File: config.mk
export PLATFORM = sky130hd
export DESIGN_NAME = newton_cubic_root_finder
export DESIGN_NICKNAME = d
export VERILOG_FILES = /design/src/rtl/ncr_pkg.sv /design/src/rtl/ncr_div.sv /design/src/rtl/newton_cubic_root_finder.sv
export VERILOG_INCLUDE_DIRS = /design/src /design/src/rtl
export SDC_FILE = /design/constraint.sdc
export NUM_CORES = 2
export LEC_CHECK = 0
export ABC_AREA = 1
export CAP_MARGIN = 20
export CORE_UTILIZATION = 58
export CTS_CLUSTER_DIAMETER = 60
export DETAILED_ROUTE_END_ITERATION = 7
export DONT_BUFFER_PORTS = 1
export PLACE_DENSITY_LB_ADDON = 0.25
export SYNTH_ARGS = -nofsm -noshare
export SYNTH_HDL_FRONTEND = slang
export SYNTH_SLANG_ARGS = --single-unit
File: constraint.sdc
create_clock -name clk -period 32.2 [get_ports clk]
set_clock_uncertainty 0.15 [all_clocks]
set_input_delay 4.83 -clock clk [delete_from_list [all_inputs] [get_ports clk]]
set_output_delay 4.83 -clock clk [all_outputs]
set_load 0.01 [all_outputs]
File: src/rtl/assert_macros.svh
// Assertion macros shared by the root finder RTL.
`ifndef ASSERT_MACROS_SVH
`define ASSERT_MACROS_SVH
`ifndef SYNTHESIS
`define NCR_ASSERT(lbl, clk, rstn, prop, msg) \
	lbl: assert property (@(posedge clk) disable iff (!rstn) prop) else $error(msg);
`define NCR_ASSERT_ALWAYS(lbl, clk, prop, msg) \
	lbl: assert property (@(posedge clk) prop) else $error(msg);
`else
`define NCR_ASSERT(lbl, clk, rstn, prop, msg)
`define NCR_ASSERT_ALWAYS(lbl, clk, prop, msg)
`endif
`endif

File: src/rtl/ncr_pkg.sv
// Types, constants and saturating helpers for the Newton cubic root finder.
package ncr_pkg;

	localparam int DW   = 32;             // word width
	localparam int FB   = 16;             // fraction bits
	localparam int QW   = DW + FB;        // divider dividend width
	localparam int CNTW = $clog2(QW);

	typedef struct packed {
		logic signed [DW-1:0] left_end;
		logic signed [DW-1:0] right_end;
	} in_item_t;

	typedef struct packed {
		logic signed [DW-1:0] root;
		logic [1:0]           status;
		logic [5:0]           steps_done;
	} out_item_t;

	localparam logic [1:0] STAT_OK      = 2'd0;
	localparam logic [1:0] STAT_NOSTART = 2'd1;
	localparam logic [1:0] STAT_FAULT   = 2'd2;

	localparam logic [2:0] REG_CUBIC  = 3'd0;
	localparam logic [2:0] REG_SQUARE = 3'd1;
	localparam logic [2:0] REG_LINEAR = 3'd2;
	localparam logic [2:0] REG_CONST  = 3'd3;
	localparam logic [2:0] REG_MAXIT  = 3'd4;

	localparam logic signed [DW-1:0] RST_CUBIC  = DW'(1) << (FB - 1);
	localparam logic signed [DW-1:0] RST_SQUARE = '0;
	localparam logic signed [DW-1:0] RST_LINEAR = DW'(11) << FB;
	localparam logic signed [DW-1:0] RST_CONST  = -(DW'(99) << (FB - 2));
	localparam logic [5:0]           RST_MAXIT  = 6'd20;

	typedef enum logic [2:0] {
		ST_IDLE, ST_PRO, ST_EVAL, ST_CHECK, ST_LOOP, ST_DIV, ST_SUB, ST_FIN
	} state_t;

	typedef enum logic [1:0] {PH_A, PH_B, PH_X} phase_t;

	typedef enum logic [1:0] {OP_ADD, OP_SUB, OP_MUL} op_t;

	typedef enum logic [3:0] {
		SRC_C3, SRC_C2, SRC_C1, SRC_C0, SRC_X, SRC_T,
		SRC_C3X3, SRC_C2X2, SRC_C6, SRC_Q
	} src_t;

	typedef enum logic [2:0] {
		DST_T, DST_FX, DST_DFX, DST_DDFX, DST_C3X3, DST_C2X2, DST_C6, DST_XN
	} dst_t;

	typedef struct packed {
		op_t  op;
		src_t a;
		src_t b;
		dst_t d;
	} uop_t;

	localparam logic [3:0] PRO_LAST   = 4'd3;
	localparam logic [3:0] EVAL_FIRST = 4'd4;
	localparam logic [3:0] EVAL_LAST  = 4'd15;

	typedef struct packed {
		logic                 sat;
		logic signed [DW-1:0] val;
	} res_t;

	typedef struct packed {
		logic                 done;
		logic                 sat;
		logic signed [DW-1:0] quo;
	} div_res_t;

	function automatic logic [DW-1:0] mag_of(input logic signed [DW-1:0] v);
		return v[DW-1] ? DW'(-v) : DW'(v);
	endfunction

	// clamp a sign and magnitude pair into the signed word range
	function automatic res_t sat_mag(input logic neg, input logic [2*DW-1:0] mag);
		logic [2*DW-1:0] lim;
		logic [2*DW-1:0] m;
		res_t r;
		lim = neg ? ((2*DW)'(1) << (DW - 1)) : (((2*DW)'(1) << (DW - 1)) - 1'b1);
		m = mag;
		r.sat = 1'b0;
		if (m > lim) begin
			r.sat = 1'b1;
			m = lim;
		end
		r.val = neg ? DW'(-m) : DW'(m);
		return r;
	endfunction

	function automatic res_t sat_sum(input logic signed [DW:0] s);
		res_t r;
		r.sat = s[DW] != s[DW-1];
		if (r.sat)
			r.val = s[DW] ? {1'b1, {(DW-1){1'b0}}} : {1'b0, {(DW-1){1'b1}}};
		else
			r.val = s[DW-1:0];
		return r;
	endfunction

endpackage

File: src/rtl/ncr_div.sv
// Bit-serial restoring divider for signed fixed point quotients.
module ncr_div (
	input  logic                          clk,
	input  logic                          arst_n,
	input  logic                          start,
	input  logic signed [ncr_pkg::DW-1:0] num,
	input  logic signed [ncr_pkg::DW-1:0] den,
	output ncr_pkg::div_res_t             res
);

	logic                        busy_q, fin_q, zero_q;
	logic [ncr_pkg::CNTW-1:0]    cnt_q;
	logic [ncr_pkg::QW-1:0]      n_q;
	logic [ncr_pkg::DW-1:0]      rem_q, dm_q;
	logic                        neg_q;
	logic [ncr_pkg::DW:0]        rem_sh, diff;
	logic                        fits;
	ncr_pkg::res_t               fin_res;

	assign rem_sh = {rem_q, n_q[ncr_pkg::QW-1]};
	assign diff   = rem_sh - {1'b0, dm_q};
	assign fits   = rem_sh >= {1'b0, dm_q};

	always_ff @(posedge clk or negedge arst_n) begin
		if (!arst_n) begin
			busy_q <= 1'b0;
			fin_q  <= 1'b0;
			zero_q <= 1'b0;
			cnt_q  <= '0;
		end else if (start) begin
			fin_q  <= den == '0;
			busy_q <= den != '0;
			zero_q <= den == '0;
			cnt_q  <= '0;
		end else if (busy_q) begin
			cnt_q <= cnt_q + 1'b1;
			if (cnt_q == ncr_pkg::CNTW'(ncr_pkg::QW - 1)) begin
				busy_q <= 1'b0;
				fin_q  <= 1'b1;
			end
		end else begin
			fin_q <= 1'b0;
		end
	end

	always_ff @(posedge clk) begin
		if (start) begin
			rem_q <= '0;
			dm_q  <= ncr_pkg::mag_of(den);
			if (den == '0) begin
				// divide by zero: saturate toward the sign of the numerator
				n_q   <= (num != '0) ? '1 : '0;
				neg_q <= num[ncr_pkg::DW-1];
			end else begin
				n_q   <= {ncr_pkg::mag_of(num), {ncr_pkg::FB{1'b0}}};
				neg_q <= num[ncr_pkg::DW-1] ^ den[ncr_pkg::DW-1];
			end
		end else if (busy_q) begin
			rem_q <= fits ? diff[ncr_pkg::DW-1:0] : rem_sh[ncr_pkg::DW-1:0];
			n_q   <= {n_q[ncr_pkg::QW-2:0], fits};
		end
	end

	assign fin_res  = ncr_pkg::sat_mag(neg_q, (2*ncr_pkg::DW)'(n_q));
	assign res.done = fin_q;
	assign res.sat  = fin_res.sat | zero_q;
	assign res.quo  = fin_res.val;

endmodule

File: src/rtl/newton_cubic_root_finder.sv
// Top level of the Newton root finder for a configurable cubic.
//
// Solves f(x) = c3*x^3 + c2*x^2 + c1*x + c0 in signed Q16.16 by Newton steps
// x' = x - f(x)/f'(x). Each input word carries interval ends a and b; the
// start point is the first of a, b where f and f'' are nonzero with equal
// sign, otherwise status 1 with root 0. Stepping stops after the step whose
// x has f*f'' <= 0, or after max_iterations steps; root is the last x'.
// Any saturation (products, sums, quotient) or a zero derivative gives
// status 2 but stepping goes on. All arithmetic runs through one shared
// add/subtract/multiply unit driven by a micro-op sequencer, plus a
// bit-serial divider. Sequence: coefficient setup micro-ops, then for each
// endpoint evaluated 12 micro-ops and a check, then for each Newton step
// a loop state, 12 micro-ops, a check, a divide wait and the update, plus
// taking the word and handing off the result. The divider and the single
// arithmetic unit set the solve time; steps default to 20. in_stall is high
// for the whole solve. A finished result sits in an output register, so the
// next word is taken while it waits. Coefficient and limit registers are
// written through cfg_we/cfg_index/cfg_wdata; the user must write them only
// while idle, as the block itself does not enforce this.
`include "assert_macros.svh"

module newton_cubic_root_finder (
	input  logic                          clk,
	input  logic                          arst_n,
	input  logic                          cfg_we,
	input  logic [2:0]                    cfg_index,
	input  logic [ncr_pkg::DW-1:0]        cfg_wdata,
	input  logic                          in_valid,
	output logic                          in_stall,
	input  ncr_pkg::in_item_t             in_data,
	output logic                          out_valid,
	input  logic                          out_stall,
	output ncr_pkg::out_item_t            out_data
);

	localparam int DW = ncr_pkg::DW;

	// configuration
	logic signed [DW-1:0] c3_q, c2_q, c1_q, c0_q;
	logic [5:0]           max_it_q;

	// sequencer
	ncr_pkg::state_t state_q, state_d;
	ncr_pkg::phase_t ph_q;
	logic [3:0]      step_q;
	logic [5:0]      steps_q;
	logic            sat_q, nostart_q;
	logic            out_valid_q;

	// working registers
	logic signed [DW-1:0] x_q, b_q, xn_q, t_q, fx_q, dfx_q, ddfx_q, q_q;
	logic signed [DW-1:0] c3x3_q, c2x2_q, c6_q;
	ncr_pkg::out_item_t   out_q;

	// control strobes
	logic ld_in, alu_wr, take_b, keep_start, no_start, div_start;
	logic iter_next, div_take, sub_wr, out_ld, ss;

	ncr_pkg::uop_t        cur;
	logic signed [DW-1:0] bank [16];
	logic signed [DW-1:0] a_val, b_val;
	logic [2*DW-1:0]      prod;
	ncr_pkg::res_t        alu_res;
	ncr_pkg::div_res_t    div_res;

	function automatic ncr_pkg::uop_t uop_rom(input logic [3:0] s);
		ncr_pkg::uop_t u;
		unique case (s)
			4'd0:  u = '{ncr_pkg::OP_ADD, ncr_pkg::SRC_C3,   ncr_pkg::SRC_C3,   ncr_pkg::DST_T};
			4'd1:  u = '{ncr_pkg::OP_ADD, ncr_pkg::SRC_T,    ncr_pkg::SRC_C3,   ncr_pkg::DST_C3X3};
			4'd2:  u = '{ncr_pkg::OP_ADD, ncr_pkg::SRC_C2,   ncr_pkg::SRC_C2,   ncr_pkg::DST_C2X2};
			4'd3:  u = '{ncr_pkg::OP_ADD, ncr_pkg::SRC_C3X3, ncr_pkg::SRC_C3X3, ncr_pkg::DST_C6};
			4'd4:  u = '{ncr_pkg::OP_MUL, ncr_pkg::SRC_C3,   ncr_pkg::SRC_X,    ncr_pkg::DST_T};
			4'd5:  u = '{ncr_pkg::OP_ADD, ncr_pkg::SRC_T,    ncr_pkg::SRC_C2,   ncr_pkg::DST_T};
			4'd6:  u = '{ncr_pkg::OP_MUL, ncr_pkg::SRC_T,    ncr_pkg::SRC_X,    ncr_pkg::DST_T};
			4'd7:  u = '{ncr_pkg::OP_ADD, ncr_pkg::SRC_T,    ncr_pkg::SRC_C1,   ncr_pkg::DST_T};
			4'd8:  u = '{ncr_pkg::OP_MUL, ncr_pkg::SRC_T,    ncr_pkg::SRC_X,    ncr_pkg::DST_T};
			4'd9:  u = '{ncr_pkg::OP_ADD, ncr_pkg::SRC_T,    ncr_pkg::SRC_C0,   ncr_pkg::DST_FX};
			4'd10: u = '{ncr_pkg::OP_MUL, ncr_pkg::SRC_C3X3, ncr_pkg::SRC_X,    ncr_pkg::DST_T};
			4'd11: u = '{ncr_pkg::OP_ADD, ncr_pkg::SRC_T,    ncr_pkg::SRC_C2X2, ncr_pkg::DST_T};
			4'd12: u = '{ncr_pkg::OP_MUL, ncr_pkg::SRC_T,    ncr_pkg::SRC_X,    ncr_pkg::DST_T};
			4'd13: u = '{ncr_pkg::OP_ADD, ncr_pkg::SRC_T,    ncr_pkg::SRC_C1,   ncr_pkg::DST_DFX};
			4'd14: u = '{ncr_pkg::OP_MUL, ncr_pkg::SRC_C6,   ncr_pkg::SRC_X,    ncr_pkg::DST_T};
			4'd15: u = '{ncr_pkg::OP_ADD, ncr_pkg::SRC_T,    ncr_pkg::SRC_C2X2, ncr_pkg::DST_DDFX};
		endcase
		return u;
	endfunction

	// f and f'' both nonzero with the same sign
	assign ss = (fx_q > 0 && ddfx_q > 0) || (fx_q < 0 && ddfx_q < 0);

	assign cur = (state_q == ncr_pkg::ST_SUB) ?
		ncr_pkg::uop_t'{ncr_pkg::OP_SUB, ncr_pkg::SRC_X, ncr_pkg::SRC_Q, ncr_pkg::DST_XN} :
		uop_rom(step_q);

	// operand bank, indexed by source code
	always_comb begin
		for (int i = 0; i < 16; i++)
			bank[i] = '0;
		bank[ncr_pkg::SRC_C3]   = c3_q;
		bank[ncr_pkg::SRC_C2]   = c2_q;
		bank[ncr_pkg::SRC_C1]   = c1_q;
		bank[ncr_pkg::SRC_C0]   = c0_q;
		bank[ncr_pkg::SRC_X]    = x_q;
		bank[ncr_pkg::SRC_T]    = t_q;
		bank[ncr_pkg::SRC_C3X3] = c3x3_q;
		bank[ncr_pkg::SRC_C2X2] = c2x2_q;
		bank[ncr_pkg::SRC_C6]   = c6_q;
		bank[ncr_pkg::SRC_Q]    = q_q;
	end

	assign a_val = bank[cur.a];
	assign b_val = bank[cur.b];

	// shared arithmetic unit: magnitude product truncates toward zero
	assign prod = ncr_pkg::mag_of(a_val) * ncr_pkg::mag_of(b_val);

	always_comb begin
		unique case (cur.op)
			ncr_pkg::OP_MUL: alu_res = ncr_pkg::sat_mag(a_val[DW-1] ^ b_val[DW-1],
				prod >> ncr_pkg::FB);
			ncr_pkg::OP_SUB: alu_res = ncr_pkg::sat_sum({a_val[DW-1], a_val} -
				{b_val[DW-1], b_val});
			ncr_pkg::OP_ADD: alu_res = ncr_pkg::sat_sum({a_val[DW-1], a_val} +
				{b_val[DW-1], b_val});
			default:         alu_res = '0;
		endcase
	end

	ncr_div u_div (
		.clk    (clk),
		.arst_n (arst_n),
		.start  (div_start),
		.num    (fx_q),
		.den    (dfx_q),
		.res    (div_res)
	);

	// next state
	always_comb begin
		state_d = state_q;
		unique case (state_q)
			ncr_pkg::ST_IDLE:  if (in_valid) state_d = ncr_pkg::ST_PRO;
			ncr_pkg::ST_PRO:   if (step_q == ncr_pkg::PRO_LAST) state_d = ncr_pkg::ST_EVAL;
			ncr_pkg::ST_EVAL:  if (step_q == ncr_pkg::EVAL_LAST) state_d = ncr_pkg::ST_CHECK;
			ncr_pkg::ST_CHECK: begin
				unique case (ph_q)
					ncr_pkg::PH_A: state_d = ss ? ncr_pkg::ST_LOOP : ncr_pkg::ST_EVAL;
					ncr_pkg::PH_B: state_d = ss ? ncr_pkg::ST_LOOP : ncr_pkg::ST_FIN;
					default:       state_d = ncr_pkg::ST_DIV;
				endcase
			end
			ncr_pkg::ST_LOOP:  state_d = (steps_q == max_it_q) ? ncr_pkg::ST_FIN : ncr_pkg::ST_EVAL;
			ncr_pkg::ST_DIV:   if (div_res.done) state_d = ncr_pkg::ST_SUB;
			ncr_pkg::ST_SUB:   state_d = ss ? ncr_pkg::ST_LOOP : ncr_pkg::ST_FIN;
			ncr_pkg::ST_FIN:   if (!out_valid_q || !out_stall) state_d = ncr_pkg::ST_IDLE;
			default:           state_d = ncr_pkg::ST_IDLE;
		endcase
	end

	// control strobes
	always_comb begin
		ld_in      = state_q == ncr_pkg::ST_IDLE && in_valid;
		alu_wr     = state_q == ncr_pkg::ST_PRO || state_q == ncr_pkg::ST_EVAL;
		take_b     = state_q == ncr_pkg::ST_CHECK && ph_q == ncr_pkg::PH_A && !ss;
		no_start   = state_q == ncr_pkg::ST_CHECK && ph_q == ncr_pkg::PH_B && !ss;
		keep_start = state_q == ncr_pkg::ST_CHECK && ph_q != ncr_pkg::PH_X && ss;
		div_start  = state_q == ncr_pkg::ST_CHECK && ph_q == ncr_pkg::PH_X;
		iter_next  = state_q == ncr_pkg::ST_LOOP && steps_q != max_it_q;
		div_take   = state_q == ncr_pkg::ST_DIV && div_res.done;
		sub_wr     = state_q == ncr_pkg::ST_SUB;
		out_ld     = state_q == ncr_pkg::ST_FIN && (!out_valid_q || !out_stall);
	end

	assign in_stall  = state_q != ncr_pkg::ST_IDLE;
	assign out_valid = out_valid_q;
	assign out_data  = out_q;

	// control registers and configuration
	always_ff @(posedge clk or negedge arst_n) begin
		if (!arst_n) begin
			state_q     <= ncr_pkg::ST_IDLE;
			ph_q        <= ncr_pkg::PH_A;
			step_q      <= '0;
			steps_q     <= '0;
			sat_q       <= 1'b0;
			nostart_q   <= 1'b0;
			out_valid_q <= 1'b0;
			c3_q        <= ncr_pkg::RST_CUBIC;
			c2_q        <= ncr_pkg::RST_SQUARE;
			c1_q        <= ncr_pkg::RST_LINEAR;
			c0_q        <= ncr_pkg::RST_CONST;
			max_it_q    <= ncr_pkg::RST_MAXIT;
		end else begin
			state_q <= state_d;
			if (cfg_we) begin
				case (cfg_index)
					ncr_pkg::REG_CUBIC:  c3_q <= cfg_wdata;
					ncr_pkg::REG_SQUARE: c2_q <= cfg_wdata;
					ncr_pkg::REG_LINEAR: c1_q <= cfg_wdata;
					ncr_pkg::REG_CONST:  c0_q <= cfg_wdata;
					ncr_pkg::REG_MAXIT:  max_it_q <= cfg_wdata[5:0];
					default: ;
				endcase
			end
			if (ld_in) begin
				step_q    <= '0;
				steps_q   <= '0;
				sat_q     <= 1'b0;
				nostart_q <= 1'b0;
				ph_q      <= ncr_pkg::PH_A;
			end
			if (alu_wr) begin
				step_q <= step_q + 1'b1;
				sat_q  <= sat_q | alu_res.sat;
			end
			if (take_b) begin
				step_q <= ncr_pkg::EVAL_FIRST;
				ph_q   <= ncr_pkg::PH_B;
			end
			if (no_start)
				nostart_q <= 1'b1;
			if (iter_next) begin
				step_q <= ncr_pkg::EVAL_FIRST;
				ph_q   <= ncr_pkg::PH_X;
			end
			if (div_take)
				sat_q <= sat_q | div_res.sat;
			if (sub_wr) begin
				steps_q <= steps_q + 1'b1;
				sat_q   <= sat_q | alu_res.sat;
			end
			if (out_ld)
				out_valid_q <= 1'b1;
			else if (!out_stall)
				out_valid_q <= 1'b0;
		end
	end

	// datapath registers
	always_ff @(posedge clk) begin
		if (ld_in) begin
			x_q <= in_data.left_end;
			b_q <= in_data.right_end;
		end
		if (alu_wr || sub_wr) begin
			unique case (cur.d)
				ncr_pkg::DST_T:    t_q    <= alu_res.val;
				ncr_pkg::DST_FX:   fx_q   <= alu_res.val;
				ncr_pkg::DST_DFX:  dfx_q  <= alu_res.val;
				ncr_pkg::DST_DDFX: ddfx_q <= alu_res.val;
				ncr_pkg::DST_C3X3: c3x3_q <= alu_res.val;
				ncr_pkg::DST_C2X2: c2x2_q <= alu_res.val;
				ncr_pkg::DST_C6:   c6_q   <= alu_res.val;
				ncr_pkg::DST_XN:   xn_q   <= alu_res.val;
				default: ;
			endcase
		end
		if (sub_wr && ss)
			x_q <= alu_res.val;
		if (take_b)
			x_q <= b_q;
		if (keep_start)
			xn_q <= x_q;
		if (div_take)
			q_q <= div_res.quo;
		if (out_ld) begin
			out_q.root       <= nostart_q ? '0 : xn_q;
			out_q.status     <= nostart_q ? ncr_pkg::STAT_NOSTART :
				(sat_q ? ncr_pkg::STAT_FAULT : ncr_pkg::STAT_OK);
			out_q.steps_done <= nostart_q ? '0 : steps_q;
		end
	end

	`NCR_ASSERT(a_nostart_word, clk, arst_n, out_valid_q && out_q.status == ncr_pkg::STAT_NOSTART |-> out_q.root == '0 && out_q.steps_done == '0, "refused solve carries root or steps")
	`NCR_ASSERT(a_step_limit, clk, arst_n, state_q != ncr_pkg::ST_IDLE |-> steps_q <= max_it_q, "step count passed the limit")
	`NCR_ASSERT(a_div_owner, clk, arst_n, div_res.done |-> state_q == ncr_pkg::ST_DIV, "quotient arrived outside the divide wait")
	`NCR_ASSERT(a_out_steps, clk, arst_n, out_valid_q |-> out_q.steps_done <= max_it_q, "result reports more steps than allowed")

endmodule
**After elaboration in Yosys (flattened, before gate mapping)**

Memory sizes are Yosys's and may differ from the RTL's.
Cells that the tools add are included.

- Register bits after elaboration: 666
- Latch bits: 0
- Memory bits (writable): 0
- ROM bits: 176
- Input port bits: 104
- Output and inout port bits: 42
- Logic and storage cells: 227
- Memories kept: 1

- $add $sub $neg: 12
- Multipliers: 1
- Divide/modulo/power cells: 0
- Magnitude comparators: 9
- Eq/ne operators: 37
- Shifts and indexed selects: 0
- Mux-type cells: 72
- Bitwise gates (word level): 7
- Reduce and logical (&&, ||, !) cells: 53

Memory list:

| name | words | width | read ports | clocked after Yosys merged registers in | write ports | RTL line | source |
|---|---|---|---|---|---|---|---|
| (name not given) | 16 | 11 | 1 | 0 | 0 | newton_cubic_root_finder.sv:68 | `unique case (s)` |

Operators with widths:

| kind | count |
|---|---|
| 32-bit 2-to-1 mux | 25 |
| 32-bit binary-select mux with 4-bit select | 2 |
| 48-bit 2-to-1 mux | 4 |
| 32-bit negation | 6 |
| 33-bit one-hot mux with 3 select lines | 1 |
| 48-bit by 32-bit greater-than comparator with 1-bit output | 2 |
| 32-bit by 1-bit greater-than comparator with 1-bit output, second input constant | 2 |
| 32-bit by 1-bit less-than comparator with 1-bit output, second input constant | 2 |
| 32-bit by 32-bit multiplier with 64-bit output | 1 |
| 32-bit nonzero test | 2 |
| 32-bit by 32-bit adder with 33-bit output | 1 |
| 33-bit by 32-bit >= comparator with 1-bit output | 1 |
| 32-bit by 32-bit subtractor with 33-bit output | 1 |
| 32-bit zero test | 1 |
| 32-bit subtractor | 1 |
| 31-bit 2-to-1 mux | 1 |
| 3-bit equality test, second input constant | 9 |
| 2-bit AND reduction | 13 |
| 6-bit 2-to-1 mux | 4 |
| 3-bit one-hot mux with 8 select lines | 1 |
| 3-bit 2-to-1 mux | 7 |
| 3-bit by 2-bit equality test with 1-bit output, second input constant | 6 |
| 1-bit 2-to-1 mux | 16 |
| 4-bit 2-to-1 mux | 4 |
| other kinds (30) | 78 |

**Longest topological paths before layout**

- Depth in word-level cells: 19
- Depth in mapped cells: 93
- Mapped depth without buffers: 88

**Cells and area by module**

Synthesis repeated with hierarchy kept, for this count alone.

- Cells, all modules: 9548
- Area, all modules: 76244.4 um2

Modules (own cells, without submodules):

| module | instances | cells each | area each (um2) | seq. area each (um2) |
|---|---|---|---|---|
| newton_cubic_root_finder | 1 | 8060 | 65853.2 | 15601.2 |
| ncr_div | 1 | 1488 | 10391.2 | 3298.2 |

**Least setup slack after synthesis**

Ideal clock, no wire load.

- Kind: flip-flop to flip-flop
- Start point: register step_q[0]
- End point: register x_q[12], data pin
- Library setup time: 0.256 ns
- Arrival time: 13.284 ns
- Required time: 31.794 ns
- Setup slack: 18.510 ns
- Stages on the path, launching flop included: 88
- Path buffers: 7
- Period minus slack after synthesis: 13.690 ns
- Cells stage by stage: dfrtp_1 > inv_2 > ha_1 > o21ai_0 > nand2_2 > nand2_4 > buf_6 > buf_6 > buf_6 > buf_6 > buf_6 > a21oi_1 > o21ai_0 > o21ai_1 > nand2_1 > o221ai_1 > nand2_1 > o21a_1 > (+52 left out) > nor2_8 > nand2_4 > nand2_4 > buf_4 > inv_1 > a21oi_1 > ha_1 > nand2_1 > inv_1 > nand2_1 > nand2_1 > nand2_1 > nor2_2 > nand3_1 > o211ai_1 > nand2_1 > o21ai_1 > nand2_1

RTL lines:

| element | RTL line | source |
|---|---|---|
| from (decl) | newton_cubic_root_finder.sv:45 | `logic [3:0] step_q;` |
| from (signal assigned) | newton_cubic_root_finder.sv:214 | `step_q <= step_q + 1'b1;` |
| from (signal assigned) | newton_cubic_root_finder.sv:218 | `step_q <= ncr_pkg::EVAL_FIRST;` |
| from (signal assigned) | newton_cubic_root_finder.sv:224 | `step_q <= ncr_pkg::EVAL_FIRST;` |
| to (signal assigned) | newton_cubic_root_finder.sv:243 | `x_q <= in_data.left_end;` |
| to (signal assigned) | newton_cubic_root_finder.sv:260 | `x_q <= alu_res.val;` |
| to (signal assigned) | newton_cubic_root_finder.sv:262 | `x_q <= b_q;` |
| to (decl) | newton_cubic_root_finder.sv:51 | `logic signed [DW-1:0] x_q, b_q, xn_q, t_q, fx_q, dfx_q, ddfx_q, q_q;` |

==> reports/qor.csv <==
stage,metric,value,unit
clocking,Clock Latency Late Sink,710,ps
global_routing,initial antenna violation count,18,
run_status,failing checks,DRC,
run_status,status,"complete, but fails checks",
floorplan,Die Width,361,µm
finish,P&R area growth vs syn,5.74,%
worst_setup_path,crit path to,x_q[12],
worst_setup_path,crit path DAT,19870,ps
route,routed length per instance,26.9,µm
clocking,CTS-repair resized insts,0,
clocking,Num CTS Buffers,79,
sta,worst slew pin tran,1190,ps
worst_setup_path,Setup CP Type,flop to flop,
clocking,Clk Tree Root Cell,clkbuf_16,
logic_synthesis,Post-Syn Area,74900,µm²
worst_setup_path,cell mode on critical path,nand2_1,
route,DRC,2,
logic_synthesis,Synthesized Nets,10700,
sta,fin. max-slew vios,0,
logic_synthesis,"top cells by count, synth","nand2_1 (1834), inv_1 (1538), nor2_1 (1140)",
finish,share of cells above drive strength 1,5.06,%
sta,Final setup viols,0,
finish,register area,18900,µm²
logic_synthesis,Main synth FF type,edfxtp_1,
finish,Multi-input gate area,48400,µm²
min_path,hold wc startpoint,u_div.rem_q[15],
global_routing,number of global-route vias before repair,65300,
finish,final layout net count,10500,
sta,RSZ-0062 raised after global routing,false,
worst_setup_path,worst reg2reg path endpoint,x_q[12],
logic_synthesis,Mean Syn Cell Area,8.11,µm²
floorplan,core outline area,128000,µm²
logic_synthesis,Synth top area share,24.0,%
logic_synthesis,Synth Warn #,0,
logic_synthesis,number of synthesized flops with an enable pin,473,
flow_run,# Max-Cap Violations,0,
sta,Setup TNS Final,0,ps
clocking,Post-CTS Setup Repair Bufs,0,
global_routing,grt ovf,0,
finish,Largest Register,u_div.n_q,
finish,# fillers,11100,
route,DRT iter0 DRCs,8913,
global_routing,global-route wire length before repair,425,mm
sta,Tcrit/Tclk final,60.8,%
global_routing,largest net degree at the start of global routing,162,
sta,endpoints failing hold,0,
worst_setup_path,"Req. time, crit path",32480,ps
clocking,"Reg clk slew, reported paths",60,ps
route,Post-Route WL,291,mm
logic_synthesis,top post-synthesis cells by area,"fa_1 (24%), edfxtp_1 (19%), nand2_1 (9.2%), inv_1 (7.7%), ha_1 (7.3%)",
floorplan,Initial Utilization,58.5,%
global_routing,Total GRT Usage,44.4,%
route,DR pass1 iterations,8,
floorplan,IO Pins,146,
placement,gpl congestion,1.04,
logic_synthesis,"Seq/Total Area, Yosys",25.2,%
logic_synthesis,leading area contributor after synthesis,fa_1,
worst_setup_path,Critical Path Sink Type,flop,
clocking,hold buffer count at CTS,0,
route,routed vias,67200,
logic_synthesis,most numerous cell in the Yosys netlist,nand2_1,
clocking,CTS tree,yes,
logic_synthesis,post-synth cell types,81,
worst_setup_path,startpoint types,flop,
worst_setup_path,r2r startpoint,step_q[0],
worst_setup_path,CP Launch Point,step_q[0],
sta,minimum clock period after layout,19590,ps
sta,Max Clock Freq,51.1,MHz
worst_setup_path,CP max FO,64,
placement,final HPWL from detailed placement,229,mm
worst_setup_path,critical path's largest stage delay,910,ps
worst_setup_path,"Slowest-stage cell, CP",clkinv_2,
worst_setup_path,R2R Setup Slk,12610,ps
worst_setup_path,reg2reg path depth,76,
route,Routed Antenna Nets,0,
min_path,Worst Hold Class,flop to flop,
logic_synthesis,asr flop ratio synth,24.2,%
clocking,Clock Path Buffers,3,
floorplan,row cnt,131,
clocking,H-tree levels,3,
clocking,CTS Sinks,666,
route,vias per cell,6.22,
sta,Slew headroom,19.9,%
finish,max reg flops,48,
floorplan,die area,130000,µm²
floorplan,die height,361,µm
logic_synthesis,Mapped Cells,9235,
logic_synthesis,Synth Register Bits,666,
placement,Port Buffer Count,0,
## layer usage
layer / track usage, % / part of all wire, % / vias to the layer above
met5: 0 / 0.062 / -
met4: 21.0 / 5.6 / 22
met3: 12.4 / 13 / 939
met2: 65.8 / 43 / 4590
met1: 60.3 / 38 / 32800
li1: - / - / 28900
## placed cells by master, fill, tap and decap left out, types with 11 or more instances in the layout
master | netlist | final
inv_2 | 31 | 32
nand2_1 | 1834 | 1832
o221ai_1 | 22 | 22
nor3_1 | 67 | 65
nand3b_1 | 19 | 19
dfxtp_1 | 32 | 32
clkinv_2 | 1 | 11
nand3_1 | 279 | 278
nor4_1 | 41 | 41
edfxtp_1 | 473 | 473
clkbuf_1 | 267 | 18
mux2_2 | 12 | 12
inv_1 | 1538 | 1536
o31ai_1 | 14 | 14
o21bai_1 | 24 | 24
a31oi_1 | 36 | 36
xor2_1 | 113 | 105
nand2_2 | 27 | 29
o21ai_1 | 73 | 74
nor2_1 | 1140 | 1129
o211ai_1 | 83 | 83
a211oi_1 | 12 | 12
o22ai_1 | 19 | 19
xnor2_1 | 56 | 56
o21ai_0 | 677 | 675
mux2i_1 | 16 | 16
o311ai_0 | 15 | 15
or2_2 | 17 | 17
a21oi_1 | 443 | 442
clkbuf_16 | 0 | 80
fa_1 | 898 | 898
nor2_2 | 5 | 13
clkinv_1 | 22 | 28
nand4_1 | 52 | 52
buf_4 | 15 | 136
dfstp_2 | 21 | 21
o21a_1 | 33 | 33
dfrtp_1 | 140 | 140
ha_1 | 438 | 437
## kinds of logic after synthesis
group | synth area share [%]
xor gates and xnor gates | 2.02
DFF | 25.2
AOI/OAI and AO/OA | 11.4
buffers and inverters | 10.3
adders and majority gates | 31.3
and+or+nand+nor | 19.4
muxes | 0.394
## metrics by stage
step	std cells	setup slack (ps)	hold slack [ps]	util, %	instance area (µm²)
3_3_place_gp	10600	13300	309	59.8	76400
4_1_cts	10800	13190	320	61.9	79100
3_5_place_dp	10600	13270	312	59.8	76400
2_1_floorplan	9235	18510	295	-	74900
5_1_grt	10800	11820	338	61.9	79100
6_report	10800	12610	323	61.9	79100
## worst min path at each step
stage / to / slack, ps / cells after the start
after global placement: u_div.rem_q[16] / 310 / 2
after CTS: u_div.rem_q[15] / 320 / 2
after floorplan: u_div.rem_q[10] / 300 / 2
final: u_div.rem_q[15] / 320 / 2
after detailed placement: u_div.rem_q[15] / 310 / 2
after global routing: u_div.rem_q[9] / 340 / 2
## worst max-delay path: cells and delay by family (launching register included)
kind,cells,cell delay [ps]
simple gates,35,6350
fa+ha+maj,12,5310
buf+inv,16,3690
compound gates,12,2820
flops,1,520
xor+xnor,1,330
## layout make-up
| type | instances | share of cell area (%) |
|---|---|---|
| Antenna cell | 7 | 0.0221 |
| Clock buffer | 107 | 2.77 |
| Clock inverter | 40 | 0.643 |
| Inverter | 1593 | 7.56 |
| Multi-Input combinational cell | 6589 | 61.2 |
| Sequential cell | 666 | 23.9 |
| Tap cell | 1662 | 2.63 |
| Timing Repair Buffer | 138 | 1.31 |
Power is left out: the tool's default activity adds up to more than one toggle a clock period on the data nets, which glitch-free logic cannot reach.
